===== src/sv/shc_pkg.sv =====
// shared types and constants of the substring hash compare core
`default_nettype none

package shc_pkg;

	// string storage
	localparam int MAX_LEN = 4096;
	localparam int ADDR_W  = $clog2(MAX_LEN);
	localparam int LEN_W   = 13;

	// word fields
	localparam int CMD_W  = 2;
	localparam int CHAR_W = 8;
	localparam int HASH_W = 32;

	localparam logic [HASH_W-1:0] HASH_BASE = 32'd997;
	localparam logic [HASH_W-1:0] HASH_ONE  = 32'd1;

	// command codes
	localparam logic [CMD_W-1:0] CMD_APPEND  = 2'd0;
	localparam logic [CMD_W-1:0] CMD_COMPARE = 2'd1;
	localparam logic [CMD_W-1:0] CMD_CLEAR   = 2'd2;

	// queue between front and back
	localparam int QDEPTH = 2;
	localparam int QPTR_W = (QDEPTH > 1) ? $clog2(QDEPTH) : 1;
	localparam int QCNT_W = $clog2(QDEPTH + 1);

	typedef enum logic {
		OP_APPEND,
		OP_QUERY
	} op_t;

	// one classified word handed to the back end
	typedef struct packed {
		op_t                     op;
		logic [CHAR_W-1:0]       char_byte;
		logic                    first;    // append into an empty string
		logic [ADDR_W-1:0]       wr_addr;
		logic                    bad;
		logic                    go;       // well formed and lengths match
		logic [ADDR_W-1:0]       addr_b;   // end of first range, 0-based
		logic [ADDR_W-1:0]       addr_a2;  // entry just below first range
		logic                    a_is1;
		logic [ADDR_W-1:0]       addr_d;
		logic [ADDR_W-1:0]       addr_c2;
		logic                    c_is1;
	} work_t;

	typedef enum logic [2:0] {
		ST_IDLE,
		ST_APP,
		ST_RD,
		ST_MUL,
		ST_RES
	} back_state_t;

endpackage

`default_nettype wire


===== src/sv/shc_front.sv =====
// front end: accepts words, tracks string length, classifies queries
`default_nettype none

module shc_front (
	input  wire logic                        clk,
	input  wire logic                        arst_n,
	input  wire logic                        cmd_valid,
	output logic                             cmd_stall,
	input  wire logic [shc_pkg::CMD_W-1:0]   cmd,
	input  wire logic [shc_pkg::CHAR_W-1:0]  char_byte,
	input  wire logic [shc_pkg::LEN_W-1:0]   first_start,
	input  wire logic [shc_pkg::LEN_W-1:0]   first_end,
	input  wire logic [shc_pkg::LEN_W-1:0]   second_start,
	input  wire logic [shc_pkg::LEN_W-1:0]   second_end,
	input  wire logic                        q_full,
	output logic                             q_push,
	output shc_pkg::work_t                   q_data
);
	import shc_pkg::*;

	logic [LEN_W-1:0] len_q;
	logic             accept;
	logic             not_full_str;
	logic             bad;
	logic [LEN_W-1:0] span_first;
	logic [LEN_W-1:0] span_second;
	logic [LEN_W-1:0] b_m1;
	logic [LEN_W-1:0] a_m2;
	logic [LEN_W-1:0] d_m1;
	logic [LEN_W-1:0] c_m2;

	assign cmd_stall    = q_full;
	assign accept       = cmd_valid && !cmd_stall;
	assign not_full_str = (len_q < LEN_W'(MAX_LEN));

	// range checks against the current length
	assign bad = (first_start == '0) || (second_start == '0) ||
		(first_end < first_start) || (second_end < second_start) ||
		(first_end > len_q) || (second_end > len_q);

	assign span_first  = first_end - first_start;
	assign span_second = second_end - second_start;
	assign b_m1        = first_end - LEN_W'(1);
	assign a_m2        = first_start - LEN_W'(2);
	assign d_m1        = second_end - LEN_W'(1);
	assign c_m2        = second_start - LEN_W'(2);

	// build the word for the back end
	always_comb begin
		q_data.op        = (cmd == CMD_APPEND) ? OP_APPEND : OP_QUERY;
		q_data.char_byte = char_byte;
		q_data.first     = (len_q == '0);
		q_data.wr_addr   = len_q[ADDR_W-1:0];
		q_data.bad       = bad;
		q_data.go        = !bad && (span_first == span_second);
		q_data.addr_b    = b_m1[ADDR_W-1:0];
		q_data.addr_a2   = a_m2[ADDR_W-1:0];
		q_data.a_is1     = (first_start == LEN_W'(1));
		q_data.addr_d    = d_m1[ADDR_W-1:0];
		q_data.addr_c2   = c_m2[ADDR_W-1:0];
		q_data.c_is1     = (second_start == LEN_W'(1));
	end

	// appends past the end and unused codes are dropped here
	assign q_push = accept &&
		(((cmd == CMD_APPEND) && not_full_str) || (cmd == CMD_COMPARE));

	// stored length
	always_ff @(posedge clk or negedge arst_n) begin
		if (!arst_n) begin
			len_q <= '0;
		end else if (accept) begin
			if ((cmd == CMD_APPEND) && not_full_str) begin
				len_q <= len_q + LEN_W'(1);
			end else if (cmd == CMD_CLEAR) begin
				len_q <= '0;
			end
		end
	end

endmodule

`default_nettype wire


===== config.mk =====
export PLATFORM = sky130hd
export DESIGN_NAME = shc_front
export DESIGN_NICKNAME = d
export VERILOG_FILES = /design/src/sv/shc_pkg.sv /design/src/sv/shc_front.sv
export SDC_FILE = /design/constraint.sdc
export NUM_CORES = 1
export LEC_CHECK = 0
export BUFFER_PORTS_ARGS = -buffer_cell sky130_fd_sc_hd__buf_2
export CORE_MARGIN = 3
export CORE_UTILIZATION = 36
export DETAILED_ROUTE_END_ITERATION = 10
export PLACE_DENSITY = 0.65
export SLEW_MARGIN = 20
export SYNTH_ARGS = -nofsm -noshare
export SYNTH_HDL_FRONTEND = slang
export SYNTH_SLANG_ARGS = --single-unit

===== constraint.sdc =====
create_clock -name clk -period 4.7 [get_ports clk]
set_input_delay 0.94 -clock clk [delete_from_list [all_inputs] [get_ports clk]]
set_output_delay 0.94 -clock clk [all_outputs]
set_load 0.005 [all_outputs]

# Yosys cells after proc, flatten, opt, wreduce, memory -nomap -nowiden
# Index checks and enable logic that the tools add are counted.
word_totals:
  inputBits: 66
  reg_bits: 13
  out_inout_bits: 76
classes:
  muxes: 3
  add_sub_neg: 7
  n_reduce_logical: 18
  eq_ne: 5
  magnitude_cmp: 5
ops:
  columns: ["operator", "count"]
  rows:
  - ["logical NOT 13 bit", 3]
  - ["== test 13 x 1 -> 1 bit, second input constant", 2]
  - ["> comparator 13 bit", 2]
  - ["less-than comparator 13 bit", 2]
  - ["2-to-1 mux 13 bit", 2]
  - ["subtractor 13 bit", 2]
  - ["subtractor 12 x 1 -> 12 bit, second input constant", 2]
  - ["subtractor 12 x 2 -> 12 bit, second input constant", 2]
  - ["adder 13 x 1 -> 13 bit, second input constant", 1]
  - ["== test 13 bit", 1]
  - ["less-than comparator 13 bit, second input constant", 1]
  - ["logical OR 1 bit", 6]
  - ["logical AND 1 bit", 4]
  - ["== test 2 x 1 -> 1 bit, second input constant", 1]
  - ["== test 2 bit, second input constant", 1]
  - ["logical NOT 1 bit", 2]
  - ["logical NOT 2 bit", 1]
  - ["AND reduction 2 bit", 1]
  - ["nonzero test 2 bit", 1]
  - ["2-to-1 mux 1 bit", 1]

# Logic depth before layout (Yosys ltp)
logic_depth:
  depth_word: 8
  ltp_mapped: 11
  depth_no_buf: 11

# Worst setup path after synthesis
# Ideal clock, no wire load.
synth_timing:
  path_type: "input port to output port"
  from: "input port first_end[0] (netlist bit)"
  to: "output port q_data[50] (netlist bit)"
  stages: 11
  path_slack_ns: 0.539
  arrival_time_ns: 3.221
  path_cell_list: "inv_1 -> ha_1 -> fa_1 -> and2b_1 -> o21ai_1 -> nand2b_1 -> xnor3_1 -> or3_1 -> and4bb_1 -> nand4b_1 -> nor4_2"
synth_rtl:
  columns: ["element", "line", "text"]
  rows:
  - ["start, declared", "shc_front.sv:12", "input wire logic [shc_pkg::LEN_W-1:0] first_end,"]
  - ["end, declared", "shc_front.sv:17", "output shc_pkg::work_t q_data"]

==> impl_metrics.py <==
metrics = {
    "yosys": {
        "synth_seq_cells": 13,
        "yosysMostFrequentCell": "ha_1",
        "synth_top_cell_area_share": 0.204,
        "synth_area_leaders": "ha_1 20%, xnor2_1 13%, dfrtp_1 9.1%",
        "seq_area_frac_synth": 0.0914,
        "ys.warnings.count": 0,
        "synth_edf_count": 0,
        "synth_ff_type": "dfrtp_1",
        "synth.distinct_cells": 59,
        "syn_nets": 586,
        "async_flop_share": 1.00,
        "synth_cells": 460,
        "synth_area_leader_cell": "ha_1",
        "yosys-top-cells-count": "58 x ha_1, 53 x inv_1, 52 x xnor2_1",
        "syn_area_per_cell_sq_um": 7.74,
        "syn-cell-area_sq_um": 3560,
    },
    "floorplan": {
        "die_h_um": 105,
        "die_w_um": 105,
        "die_area_sq_um": 11100,
        "row_count": 35,
        "start_util": 0.378,
        "core_area_sq_um": 9420,
        "io_pins": 142,
    },
    "drt": {
        "wl_met1_um": 5300,
        "routed_wl_um": 10600,
        "ant_nets": 0,
        "routed-wl-met2_um": 4510,
        "via_per_inst": 5.20,
        "detail_route.wl_per_cell_um": 15.3,
        "drc": 0,
        "drt_first_pass_iters": 4,
        "drtIter0Drc": 162,
        "dr_total_vias": 3612,
        "highest_layer": "met4",
        "met3_length_um": 819,
    },
    "critical_path": {
        "cp-start-kind": "input port",
        "crit_type": "in -> out",
        "cp.required_ns": 3.76,
        "crit_path_max_fanout": 4,
        "arrival_ns": 3.57,
        "cp-end-kind": "output pin",
    },
    "clocking": {
        "insertion_delay_ns": 0.24,
        "postCtsSetupRepairBufs": 0,
        "h-tree-depth": 1,
        "cts_inserted_buffers": 3,
        "cts_tree": "done",
        "cts_sinks": 13,
        "path_clk_slew_ns": 0.05,
        "cts.hold.buffers_added": 0,
        "cts_root_buf": "clkbuf_8",
        "cts_resized": 0,
        "clk_path_buf_depth": 2,
    },
    "layout": {
        "final_core_util": 0.449,
        "fill_cells": 963,
        "antenna_cells": 0,
        "fin_nets": 693,
        "top_register": "len_q",
        "area_growth_pct": 18.8,
        "largest_reg_flops": 13,
        "final_layout_size_suffix_gt1_frac": 0.251,
        "reg.largest.list": "len_q (13)",
    },
    "sta": {
        "min_period_ns": 4.51,
        "setup_tns_ns": 0,
        "timing.final.ws_setup_ns": 0.190,
        "slew_violations": 0,
        "fin_skew_ns": 0.000852,
        "hold_ws_ns": 0.578,
        "finalHoldViolations": 0,
        "rsz0062_at_grt": "no",
        "fin_crit_sh": 0.960,
        "max_freq_ghz": 0.222,
        "max_slew_margin": 0.577,
        "worst_pin_slew_ns": 0.632,
        "setup-violations-final": 0,
    },
    "global_route": {
        "grt_pass1_wl_um": 17300,
        "grt_max_degree": 14,
        "grt_antenna_before_repair": 0,
        "grt_use_total": 0.187,
        "grt-ovfl-total": 0,
        "grt_pass1_vias": 3485,
    },
    "pwr": {
        "powerDensity_nw_per_um2": 176,
        "p_leak_nw": 2.09,
        "peakVddDrop_uv": 86.6,
    },
    "placement": {
        "gp_congestion": 0.851,
        "dp_hpwl_um": 9230,
        "portBuffers": 125,
        "place_ws_ns": 0.158,
    },
    "flow_run": {
        "maxCapViolCount": 0,
    },
    "run_status": {
        "status": "finished clean",
    },
    "hold_path": {
        "hp-class": "in -> async",
    },
}
-- critical path, cell delays in order --
cell and delay, ns:
buf_2 0.12, ha_1 0.23, fa_1 0.43, and2b_1 0.23, o21ai_1 0.06, nand2b_1 0.08
xnor3_1 0.37, or3_1 0.30, and4bb_1 0.25, nand4b_1 0.11, nor4_2 0.29, buf_2 0.16
-- cell families (layout without fill, tap and decap cells) --
| family | after synthesis | in the layout | synth area share |
|---|---|---|---|
| mux | 1 | 1 | 0.00281 |
| fa+ha+maj | 60 | 60 | 0.215 |
| compound gates | 74 | 74 | 0.139 |
| flops | 13 | 13 | 0.0914 |
| simple gates | 157 | 157 | 0.243 |
| buf+inv | 78 | 184 | 0.108 |
| xor+xnor | 77 | 77 | 0.201 |
-- path summary, 6_finish.rpt --
path / depth (start not counted) / slack [ns] / from / endpoint
setup / recovery: 12 / 0.19 / first_start[0] / q_data[50]
hold / removal: 1 / 0.58 / arst_n / len_q[11]$_DFFE_PN0P_
setup reg to reg: 6 / 2.69 / len_q[12]$_DFFE_PN0P_ / len_q[9]$_DFFE_PN0P_
hold reg to reg: 2 / 0.61 / len_q[11]$_DFFE_PN0P_ / len_q[11]$_DFFE_PN0P_
max in group asynchronous: 1 / 3.90 / arst_n / len_q[0]$_DFFE_PN0P_
min in group clk: 2 / 0.61 / len_q[11]$_DFFE_PN0P_ / len_q[11]$_DFFE_PN0P_
-- layout make-up --
cell class	count	area, sq um	area share
Clock buffer	4	45.0	0.0107
Inverter	53	199	0.0471
Multi-Input combinational cell	369	2860	0.676
Sequential cell	13	325	0.0770
Tap cell	129	161	0.0382
Timing Repair Buffer	127	641	0.152
-- through the flow --
stage                     cells  instance area, sq um  total power, W
after floorplan             460                  3560        0.000489
after global placement      691                  4180        0.000633
after detailed placement    691                  4180        0.000645
after CTS                   695                  4230        0.000746
after global routing        695                  4230        0.000811
final                       695                  4230        0.000743
-- metal layers --
| metal | up-vias | track usage |
|---|---|---|
| li1 | 1814 | - |
| met3 | 6 | 0.0233 |
| met5 | - | 0 |
| met2 | 146 | 0.297 |
| met4 | 0 | 0.0178 |
| met1 | 1646 | 0.277 |
-- cells in the final DEF (no fill, tap or decap), types with 3 or more instances in the layout --
cell	netlist	final
nor4_1	11	11
nor2b_1	5	5
ha_1	58	58
nor3b_1	3	3
o21ai_0	10	10
xor2_1	22	22
o21a_1	5	5
nand3b_1	3	3
or4_1	4	4
nand2b_1	5	5
nand3_1	15	15
nor2_1	35	35
a21oi_1	21	21
o21ai_1	3	3
dfrtp_1	13	13
xnor3_1	3	3
o31ai_1	6	6
xnor2_1	52	52
clkbuf_8	0	3
or3_1	7	7
nand2_1	25	25
inv_1	53	53
nand4_1	9	9
a21o_1	5	5
a211oi_1	4	4
nand4b_1	3	3
buf_2	0	125
nor3_1	16	15
and3_1	3	3
-- power by group --
part	internal [W]	leakage, nW	switching, W
logic	0.000236	1.89	0.000267
clock network	0.0000599	0.0228	0.0000393
registers	0.000124	0.177	0.0000180
(Power assumes the default switching activity.)
