[src/sv/shc_pkg.sv]
// shared types and constants of the substring hash compare core
`default_nettype none

package shc_pkg;

	// string storage
	localparam int MAX_LEN = 4096;
	localparam int ADDR_W  = $clog2(MAX_LEN);
	localparam int LEN_W   = 13;

	// word fields
	localparam int CMD_W  = 2;
	localparam int CHAR_W = 8;
	localparam int HASH_W = 32;

	localparam logic [HASH_W-1:0] HASH_BASE = 32'd997;
	localparam logic [HASH_W-1:0] HASH_ONE  = 32'd1;

	// command codes
	localparam logic [CMD_W-1:0] CMD_APPEND  = 2'd0;
	localparam logic [CMD_W-1:0] CMD_COMPARE = 2'd1;
	localparam logic [CMD_W-1:0] CMD_CLEAR   = 2'd2;

	// queue between front and back
	localparam int QDEPTH = 2;
	localparam int QPTR_W = (QDEPTH > 1) ? $clog2(QDEPTH) : 1;
	localparam int QCNT_W = $clog2(QDEPTH + 1);

	typedef enum logic {
		OP_APPEND,
		OP_QUERY
	} op_t;

	// one classified word handed to the back end
	typedef struct packed {
		op_t                     op;
		logic [CHAR_W-1:0]       char_byte;
		logic                    first;    // append into an empty string
		logic [ADDR_W-1:0]       wr_addr;
		logic                    bad;
		logic                    go;       // well formed and lengths match
		logic [ADDR_W-1:0]       addr_b;   // end of first range, 0-based
		logic [ADDR_W-1:0]       addr_a2;  // entry just below first range
		logic                    a_is1;
		logic [ADDR_W-1:0]       addr_d;
		logic [ADDR_W-1:0]       addr_c2;
		logic                    c_is1;
	} work_t;

	typedef enum logic [2:0] {
		ST_IDLE,
		ST_APP,
		ST_RD,
		ST_MUL,
		ST_RES
	} back_state_t;

endpackage

`default_nettype wire

[src/sv/shc_queue.sv]
// short queue of classified words between front and back
`default_nettype none

module shc_queue (
	input  wire logic            clk,
	input  wire logic            arst_n,
	input  wire logic            push,
	input  wire shc_pkg::work_t  push_data,
	output logic                 full,
	input  wire logic            pop,
	output shc_pkg::work_t       head,
	output logic                 empty
);
	import shc_pkg::*;

	work_t             entry_q [QDEPTH];
	logic [QPTR_W-1:0] rd_ptr_q;
	logic [QPTR_W-1:0] wr_ptr_q;
	logic [QCNT_W-1:0] cnt_q;
	logic              do_push;
	logic              do_pop;

	assign empty   = (cnt_q == '0);
	assign full    = (cnt_q == QCNT_W'(QDEPTH));
	assign head    = entry_q[rd_ptr_q];
	assign do_push = push && !full;
	assign do_pop  = pop && !empty;

	// pointers and fill count
	always_ff @(posedge clk or negedge arst_n) begin
		if (!arst_n) begin
			rd_ptr_q <= '0;
			wr_ptr_q <= '0;
			cnt_q    <= '0;
		end else begin
			if (do_push) begin
				wr_ptr_q <= (wr_ptr_q == QPTR_W'(QDEPTH - 1)) ? '0 : wr_ptr_q + QPTR_W'(1);
			end
			if (do_pop) begin
				rd_ptr_q <= (rd_ptr_q == QPTR_W'(QDEPTH - 1)) ? '0 : rd_ptr_q + QPTR_W'(1);
			end
			if (do_push && !do_pop) begin
				cnt_q <= cnt_q + QCNT_W'(1);
			end else if (do_pop && !do_push) begin
				cnt_q <= cnt_q - QCNT_W'(1);
			end
		end
	end

	// entry storage
	always_ff @(posedge clk) begin
		if (do_push) begin
			entry_q[wr_ptr_q] <= push_data;
		end
	end

endmodule

`default_nettype wire

[config.mk]
export PLATFORM = sky130hd
export DESIGN_NAME = shc_queue
export DESIGN_NICKNAME = d
export VERILOG_FILES = /design/src/sv/shc_pkg.sv /design/src/sv/shc_queue.sv
export SDC_FILE = /design/constraint.sdc
export NUM_CORES = 1
export LEC_CHECK = 0
export ABC_AREA = 1
export BUFFER_PORTS_ARGS = -buffer_cell sky130_fd_sc_hd__buf_2
export CAP_MARGIN = 0
export CORE_MARGIN = 3
export CORE_UTILIZATION = 45
export CTS_BUF_LIST = sky130_fd_sc_hd__clkbuf_8
export DETAILED_ROUTE_END_ITERATION = 6
export PLACE_DENSITY = 0.73
export SLEW_MARGIN = 20
export SYNTH_ARGS = -nofsm -noshare
export SYNTH_HDL_FRONTEND = slang
export SYNTH_SLANG_ARGS = --single-unit
[constraint.sdc]
create_clock -name clk -period 4.4 [get_ports clk]
set_input_delay 0.44 -clock clk [delete_from_list [all_inputs] [get_ports clk]]
set_output_delay 0.44 -clock clk [all_outputs]
set_load 0.02 [all_outputs]
# Yosys cells after proc, flatten, opt, wreduce, memory -nomap -nowiden

Memories as Yosys holds them, arrays and structs flattened.
Cells that the tools add are included.

Bits of input ports: 78
Memories kept: 1
Register bits: 4
RAM bits: 148
Output and inout bits: 76

Eq/ne operators: 1
Reductions and logical operators: 10
Add/sub/neg operators: 4
Mux-type cells: 6

Memories:

| name    | words | width | read ports | clocked after memory_dff | write ports | RTL line        | RTL |
|---|---|---|---|---|---|---|---|
| entry_q | 2     | 74    | 1          | 0                        | 1           | shc_queue.sv:16 | `work_t entry_q [QDEPTH];` |

Operators with widths:

| kind                  | count |
|---|---|
| $logic_and A1 B1 Y1   | 4 |
| $logic_not A1 Y1      | 4 |
| $mux W1               | 4 |
| $mux W2               | 2 |
| $add A1 B1 Y1 const B | 2 |
| $add A2 B1 Y2 const B | 1 |
| $eq A2 B2 Y1 const B  | 1 |
| $logic_not A2 Y1      | 1 |
| $reduce_bool A2 Y1    | 1 |
| $sub A2 B1 Y2 const B | 1 |

# Logic depth before layout (Yosys ltp)

Gate-level depths: netlist (run 1).

Depth after elaboration: 7
Gate-level depth with buffers: 9

# Least setup slack after synthesis (run 1)

Ideal clock, no wire load.

Kind: register to register
Start point: register cnt_q[1]
End point: memory entry_q[1][0] (netlist bit) (enable)
Cell stages (with the launch flop): 4
Data arrival time: 3.657 ns
Path slack: 0.237 ns
Cells stage by stage: dfrtp_1 inv_1 o21ai_0 nor2_1

Word-level cells in the longest chain between the ends: 5

RTL lines:

| element                       | RTL line        | RTL |
|---|---|---|
| start: declaration            | shc_queue.sv:19 | `logic [QCNT_W-1:0] cnt_q;` |
| start signal: assignment      | shc_queue.sv:43 | `cnt_q <= cnt_q + QCNT_W'(1);` |
| start signal: assignment      | shc_queue.sv:45 | `cnt_q <= cnt_q - QCNT_W'(1);` |
| $eq A2 B2 Y1                  | shc_queue.sv:24 | `assign full = (cnt_q == QCNT_W'(QDEPTH));` |
| $logic_not A1 Y1              | shc_queue.sv:26 | `assign do_push = push && !full;` |
| $logic_and A1 B1 Y1           | shc_queue.sv:26 |  |
| $mux W1                       | shc_queue.sv:52 | `if (do_push) begin` |
| $mux W1 (implied by the code) | shc_queue.sv:53 | `entry_q[wr_ptr_q] <= push_data;` |
| end: declaration              | shc_queue.sv:16 |  |

Every way passes these cells.

==> results of run 1 <==
[layout by cell type (no fill, tap or decap)]
| cell | Yosys | final |
|---|---|---|
| nand2_1 | 231 | 231 |
| buf_2 | 10 | 153 |
| edfxtp_1 | 148 | 148 |
| clkbuf_8 | 0 | 17 |
| inv_1 | 7 | 7 |
| bufinv_16 | 0 | 6 |
| clkinv_2 | 0 | 4 |
| clkinvlp_4 | 0 | 4 |
| nor2_1 | 4 | 3 |
| dfrtp_1 | 4 | 3 |
| buf_4 | 5 | 3 |
| o21ai_0 | 2 | 2 |
| inv_2 | 1 | 1 |
| nor2_4 | 0 | 1 |
| xnor2_1 | 1 | 1 |
| nand3b_1 | 1 | 1 |
| nand3_1 | 1 | 1 |
| nand4_1 | 1 | 1 |
| ha_1 | 1 | 1 |
| clkinv_1 | 0 | 1 |
| dlygate4sd3_1 | 0 | 1 |
| buf_12 | 0 | 1 |
| dfrtp_2 | 0 | 1 |
[cell usage after synthesis, drive strengths merged]
cell type	instances	area share, %
inv	8	0.54
dfrtp	4	1.8
o21ai	2	0.18
clkbuf	1	0.067
xnor2	1	0.16
nor2	4	0.27
ha	1	0.22
edfxtp	148	79
nand3b	1	0.13
nand2	231	15
nand3	1	0.089
buf	15	1.6
nand4	1	0.11
[area by class of cell]
| type | count | area (um2) | area share [%] |
|---|---|---|---|
| Inverter | 8 | 31.3 | 0.446 |
| Multi-Input combinational cell | 242 | 940 | 13.4 |
| Timing Repair Buffer | 158 | 818 | 11.7 |
| Clock inverter | 15 | 233 | 3.32 |
| Tap cell | 168 | 210 | 3.00 |
| Clock buffer | 17 | 234 | 3.34 |
| Sequential cell | 152 | 4550 | 64.8 |
[power by group]
| group | switching (W) | total, W | leakage [nW] | internal (W) |
|---|---|---|---|---|
| logic | 0.00125 | 0.00174 | 1.39 | 0.000480 |
| registers | 0.0000802 | 0.00205 | 1.42 | 0.00197 |
| clock network | 0.000489 | 0.00121 | 0.226 | 0.000724 |
[critical path: stages, from the launching register on]
cell	delay, ns
dfrtp_2	0.41
inv_2	0.69
buf_4	0.38
nand2_1	0.08
nand2_1	0.07
buf_2	0.16
[worst max-delay path by stage]
stage | from | endpoint | slack (ns) | cells past startpoint
2_1_floorplan | cnt_q[1] | entry_q[1][0] | 0.24 | 3
3_3_place_gp | rd_ptr_q | head[56] | 2.12 | 5
3_5_place_dp | cnt_q[0] | entry_q[0][49] | 2.06 | 5
4_1_cts | rd_ptr_q | head[56] | 1.59 | 5
5_1_grt | rd_ptr_q | head[30] | 1.46 | 5
6_report | rd_ptr_q | head[30] | 1.72 | 5
[cell families after synthesis]
family	after synthesis	share of synthesized area, %
AND/OR/NAND/NOR	238	16.1
buffers and inverters	24	2.17
AO/OA/AOI/OAI	2	0.179
adder cells (fa/ha/maj)	1	0.223
flip-flops	152	81.2
XOR/XNOR	1	0.156
[stage by stage]
step / power (W) / cell area, um2
3_5_place_dp: 0.00386 / 6540
4_1_cts: 0.00508 / 7010
3_3_place_gp: 0.00382 / 6540
2_1_floorplan: 0.00327 / 5600
5_1_grt: 0.00532 / 7010
6_report: 0.00500 / 7010
[sequential cells by signal, indices dropped and copies added, names as in the netlist]
| name | cells |
|---|---|
| wr_ptr_q | 1 |
| rd_ptr_q | 1 |
| entry_q | 148 |
| cnt_q | 2 |
[metal layers]
layer,up-vias,wire length (um),GRT usage [%],part of all wire [%]
met4,0,252,7.11,2.3
met5,-,0,0,0
met1,1625,4440,19.3,41
li1,1728,-,-,-
met3,20,750,5.62,6.9
met2,136,5390,27.8,50
==> results.sh, run 1 <==
export IMPL_whs_path_depth=1
export IMPL_ys_ff_latch=152
export IMPL_start_kind="flip-flop"
export IMPL_drtIter0Drc=254
export IMPL_end_kind="output port"
export IMPL_antenna_found_initial=0
export IMPL_hpwl_mm=6.88
export IMPL_area_delta_synth_final_pct=25.3
export IMPL_r2r_end="entry_q[0][55]"
export IMPL_wl_per_cell_um=14.3
export IMPL_dp_slack_ns=2.06
export IMPL_min_period_ns=2.68
export IMPL_cp_data_arrival_time_ns=2.24
export IMPL_yosys_warnings=0
export IMPL_clock_skew_ns=0.00820
export IMPL_ir_drop_v=0.000426
export IMPL_post_cts_setup_buffer_count=0
export IMPL_final_cells=760
export IMPL_tightest_slew_ns=0.960
export IMPL_ant_nets=0
export IMPL_cts_tree="done"
export IMPL_path_clk_slew_ns=0.08
export IMPL_cts_sinks=152
export IMPL_holdCritPathClass="in -> reg"
export IMPL_final_setup_tns_ns=0
export IMPL_fillers=973
export IMPL_slew_violations=0
export IMPL_io_buffers=153
export IMPL_cts_root_buf="clkbuf_8"
export IMPL_crit_fanout=55
export IMPL_regToRegSetupSlack_ns=2.13
export IMPL_nets=658
export IMPL_r2r_start="cnt_q[0]"
export IMPL_synth_nets=497
export IMPL_maxCapViolCount=0
export IMPL_fin_crit_sh_pct=60.8
export IMPL_power_density_nw_per_um2=714
export IMPL_avgViaCountPerCell=4.62
export IMPL_syn_inst=418
export IMPL_fin_ws_ns=1.72
export IMPL_syn_area_per_cell_um2=13.4
export IMPL_grt_max_degree=76
export IMPL_cts_hold_buf=1
export IMPL_hold_viol=0
export IMPL_hold_start="push_data[40]"
export IMPL_initial_utilization_pct=46.4
export IMPL_grt_overflow=0
export IMPL_dr_total_vias=3509
export IMPL_firstDrtPassIters=4
export IMPL_drt_total_wl_mm=10.8
export IMPL_num_io_pins=154
export IMPL_utilization_pct=58.1
export IMPL_fin_hold_ws_ns=0.189
export IMPL_worst_r2r_cell_count=5
export IMPL_die_h_um=118
export IMPL_post_cts_resized=0
export IMPL_crit_type="reg -> out"
export IMPL_drive_above_1_share_pct=32.3
export IMPL_ys_seq_area_share_pct=81.2
export IMPL_fmax_mhz=374
export IMPL_cts_buffer_depth=2
export IMPL_grt_setup_unrepaired="false"
export IMPL_num_antenna_cells=0
export IMPL_h_tree_depth=4
export IMPL_grt_use_total_pct=16.5
export IMPL_p_leak_nw=3.04
export IMPL_place_congestion=0.749
export IMPL_outcome="finished, final reports clean"
export IMPL_dp_cells=727
export IMPL_numCtsBuffers=17
export IMPL_drc_errors=0
export IMPL_hold_end="entry_q[0][40]"
export IMPL_grt_pass1_vias=3568
export IMPL_rows=40
export IMPL_core_area_um2=12100
export IMPL_die_x_um=118
export IMPL_slew_headroom_pct=35.9
export IMPL_setup_violations=0
export IMPL_synth_area_um2=5600
export IMPL_grt_pass1_wl_mm=17.5
export IMPL_synth_distinct_cells=15
export IMPL_die_area_um2=13800
export IMPL_worstPathRequired_ns=3.96
export IMPL_worstSkewPairLatency_ns=0.44
Note: power is estimated with default switching activity, not from simulation.
==> inputs of run 2 (changes only) <==
--- a/config.mk
+++ b/config.mk
@@ -5,14 +5,14 @@
 export SDC_FILE = /design/constraint.sdc
 export NUM_CORES = 1
 export LEC_CHECK = 0
-export ABC_AREA = 1
+export ABC_AREA = 0
 export BUFFER_PORTS_ARGS = -buffer_cell sky130_fd_sc_hd__buf_2
 export CAP_MARGIN = 0
 export CORE_MARGIN = 3
 export CORE_UTILIZATION = 45
 export CTS_BUF_LIST = sky130_fd_sc_hd__clkbuf_8
 export DETAILED_ROUTE_END_ITERATION = 6
-export PLACE_DENSITY = 0.73
+export PLACE_DENSITY = 0.7
 export SLEW_MARGIN = 20
 export SYNTH_ARGS = -nofsm -noshare
 export SYNTH_HDL_FRONTEND = slang
==> constraint.sdc (replaced) <==
create_clock -name clk -period 2.6 [get_ports clk]
set_input_delay 0.26 -clock clk [delete_from_list [all_inputs] [get_ports clk]]
set_output_delay 0.26 -clock clk [all_outputs]
set_load 0.02 [all_outputs]
==> results.sh, run 2 <==
export IMPL_outcome="finished, final reports clean"
export IMPL_synthTopCellsByCount="edfxtp_1 (148), mux2_4 (50), mux2_2 (24)"
export IMPL_largest_reg_flops=148
export IMPL_ys_ff_latch=152
export IMPL_synth_edf_count=148
export IMPL_final_cell_mix="buf_2 (153), edfxtp_1 (148), dlygate4sd3_1 (75)"
export IMPL_fin_crit_sh_pct=86.2
export IMPL_regToRegSetupSlack_ns=0.85
export IMPL_num_io_pins=154
export IMPL_die_x_um=119
export IMPL_worst_r2r_cell_count=3
export IMPL_post_cts_setup_buffer_count=0
export IMPL_grt_pass1_wl_mm=16.9
export IMPL_drtIter0Drc=197
export IMPL_grt_use_total_pct=15.7
export IMPL_cts_buffer_depth=2
export IMPL_crit_fanout=36
export IMPL_slew_headroom_pct=63.3
export IMPL_post_cts_resized=0
export IMPL_avgViaCountPerCell=4.64
export IMPL_synth_area_leaders="edfxtp_1 (77%), mux2_4 (13%), mux2_2 (4.7%)"
export IMPL_grt_overflow=0
export IMPL_async_flop_share_pct=2.63
export IMPL_holdCritPathClass="in -> async"
export IMPL_cts_hold_buf=75
export IMPL_worstSkewPairLatency_ns=0.43
export IMPL_fin_ws_ns=0.358
export IMPL_slew_violations=0
export IMPL_synthFlopType="edfxtp_1"
export IMPL_path_clk_slew_ns=0.07
export IMPL_top_register="entry_q"
export IMPL_synth_distinct_cells=15
export IMPL_reg_top3="entry_q x148, cnt_q x2"
export IMPL_cp_data_arrival_time_ns=1.98
export IMPL_drt_total_wl_mm=10.5
export IMPL_drive_above_1_share_pct=51.4
export IMPL_end_kind="output port"
export IMPL_ir_drop_v=0.000657
export IMPL_firstDrtPassIters=4
export IMPL_start_kind="flip-flop"
export IMPL_cts_tree="done"
export IMPL_ys_seq_area_share_pct=79.2
export IMPL_area_delta_synth_final_pct=37.8
export IMPL_r2r_start="cnt_q[0]"
export IMPL_p_leak_nw=3.16
export IMPL_synth_top_cell_by_area="edfxtp_1"
export IMPL_syn_area_per_cell_um2=23.0
export IMPL_synth_most_common_cell="edfxtp_1"
export IMPL_layout_commonest_cell="buf_2"
export IMPL_tightest_slew_ns=0.550
export IMPL_yosys_warnings=0
export IMPL_final_setup_tns_ns=0
export IMPL_fmax_mhz=446
export IMPL_wl_per_cell_um=15.6
export IMPL_power_density_nw_per_um2=1070
export IMPL_hold_viol=0
export IMPL_hpwl_mm=6.57
export IMPL_numCtsBuffers=17
export IMPL_setup_violations=0
export IMPL_crit_type="reg -> out"
export IMPL_die_area_um2=14100
export IMPL_min_period_ns=2.24
export IMPL_r2r_end="entry_q[1][5]"
export IMPL_grt_pass1_vias=3348
export IMPL_num_antenna_cells=0
export IMPL_synth_nets=328
export IMPL_grt_setup_unrepaired="false"
export IMPL_cts_sinks=152
export IMPL_dp_slack_ns=0.799
export IMPL_place_congestion=0.677
export IMPL_yosys_area_top_type_share_pct=77.4
export IMPL_maxCapViolCount=0
export IMPL_die_h_um=119
export IMPL_syn_inst=249
export IMPL_nets=574
export IMPL_ant_nets=0
export IMPL_fillers=847
export IMPL_grt_max_degree=41
export IMPL_h_tree_depth=4
export IMPL_initial_utilization_pct=46.8
export IMPL_rows=40
export IMPL_io_buffers=153
export IMPL_antenna_found_initial=0
export IMPL_worstPathRequired_ns=2.34
export IMPL_drc_errors=0
export IMPL_dr_total_vias=3138
export IMPL_clock_skew_ns=0.00680
export IMPL_cts_root_buf="clkbuf_8"
export IMPL_synth_area_um2=5740
export IMPL_core_area_um2=12300
## run 2: layer usage
| layer | global-route usage [%] | routed length (um) | vias to the layer above |
|---|---|---|---|
| li1 | - | - | 1474 |
| met1 | 19.6 | 4500 | 1519 |
| met2 | 25.1 | 5170 | 123 |
| met3 | 4.46 | 604 | 22 |
| met4 | 7.89 | 257 | 0 |
| met5 | 0 | 0 | - |
## run 2: worst max path at each step
stage	startpoint	endpoint	depth (start not counted)
final	rd_ptr_q	head[53]	3
after global routing	rd_ptr_q	head[53]	3
after CTS	rd_ptr_q	head[53]	3
after detailed placement	rd_ptr_q	head[53]	3
after global placement	rd_ptr_q	head[64]	3
after floorplan	cnt_q[0]	entry_q[0][0]	3
## run 2: logic make-up after synthesis
| logic type | share of synthesized area (%) |
|---|---|
| flip-flops | 79.2 |
| buffers and inverters | 1.48 |
| AO/OA/AOI/OAI | 0.0871 |
| XOR/XNOR | 0.763 |
| AND/OR/NAND/NOR | 0.480 |
| adder cells (fa/ha/maj) | 0.218 |
| multiplexers | 17.8 |
## run 2: layout make-up
cell class	instances	area (um2)	share of cell area [%]
multi-input combinational	87	1120	14.2
tap	168	210	2.66
clock buffer	17	234	2.96
sequential	152	4550	57.5
inverter	2	7.51	0.0950
clock inverter	15	190	2.41
timing repair buffer	235	1590	20.2
## run 2: per-stage QoR
step	total power [W]	cell area [um2]	hold slack, ns	cells	utilization, %
3_5_place_dp	0.00661	6730	0.0704	569	54.9
3_3_place_gp	0.00656	6730	0.0684	569	54.9
6_report	0.00849	7910	0.151	676	64.5
5_1_grt	0.00891	7910	0.135	676	64.5
4_1_cts	0.00860	7910	0.109	676	64.5
2_1_floorplan	0.00576	5750	-0.0356	249	-
## run 2: critical path, cell delays in order, from the launching register on
cell     delay (ns)
dfrtp_4        0.67
buf_12         0.31
mux2_2         0.38
buf_2          0.16
## run 2: power by group
part / switching [W] / total, W / internal (W)
Sequential: 0.000224 / 0.00358 / 0.00335
Combinational: 0.00165 / 0.00302 / 0.00137
Clock: 0.000784 / 0.00190 / 0.00111
Total: 0.00266 / 0.00849 / 0.00583
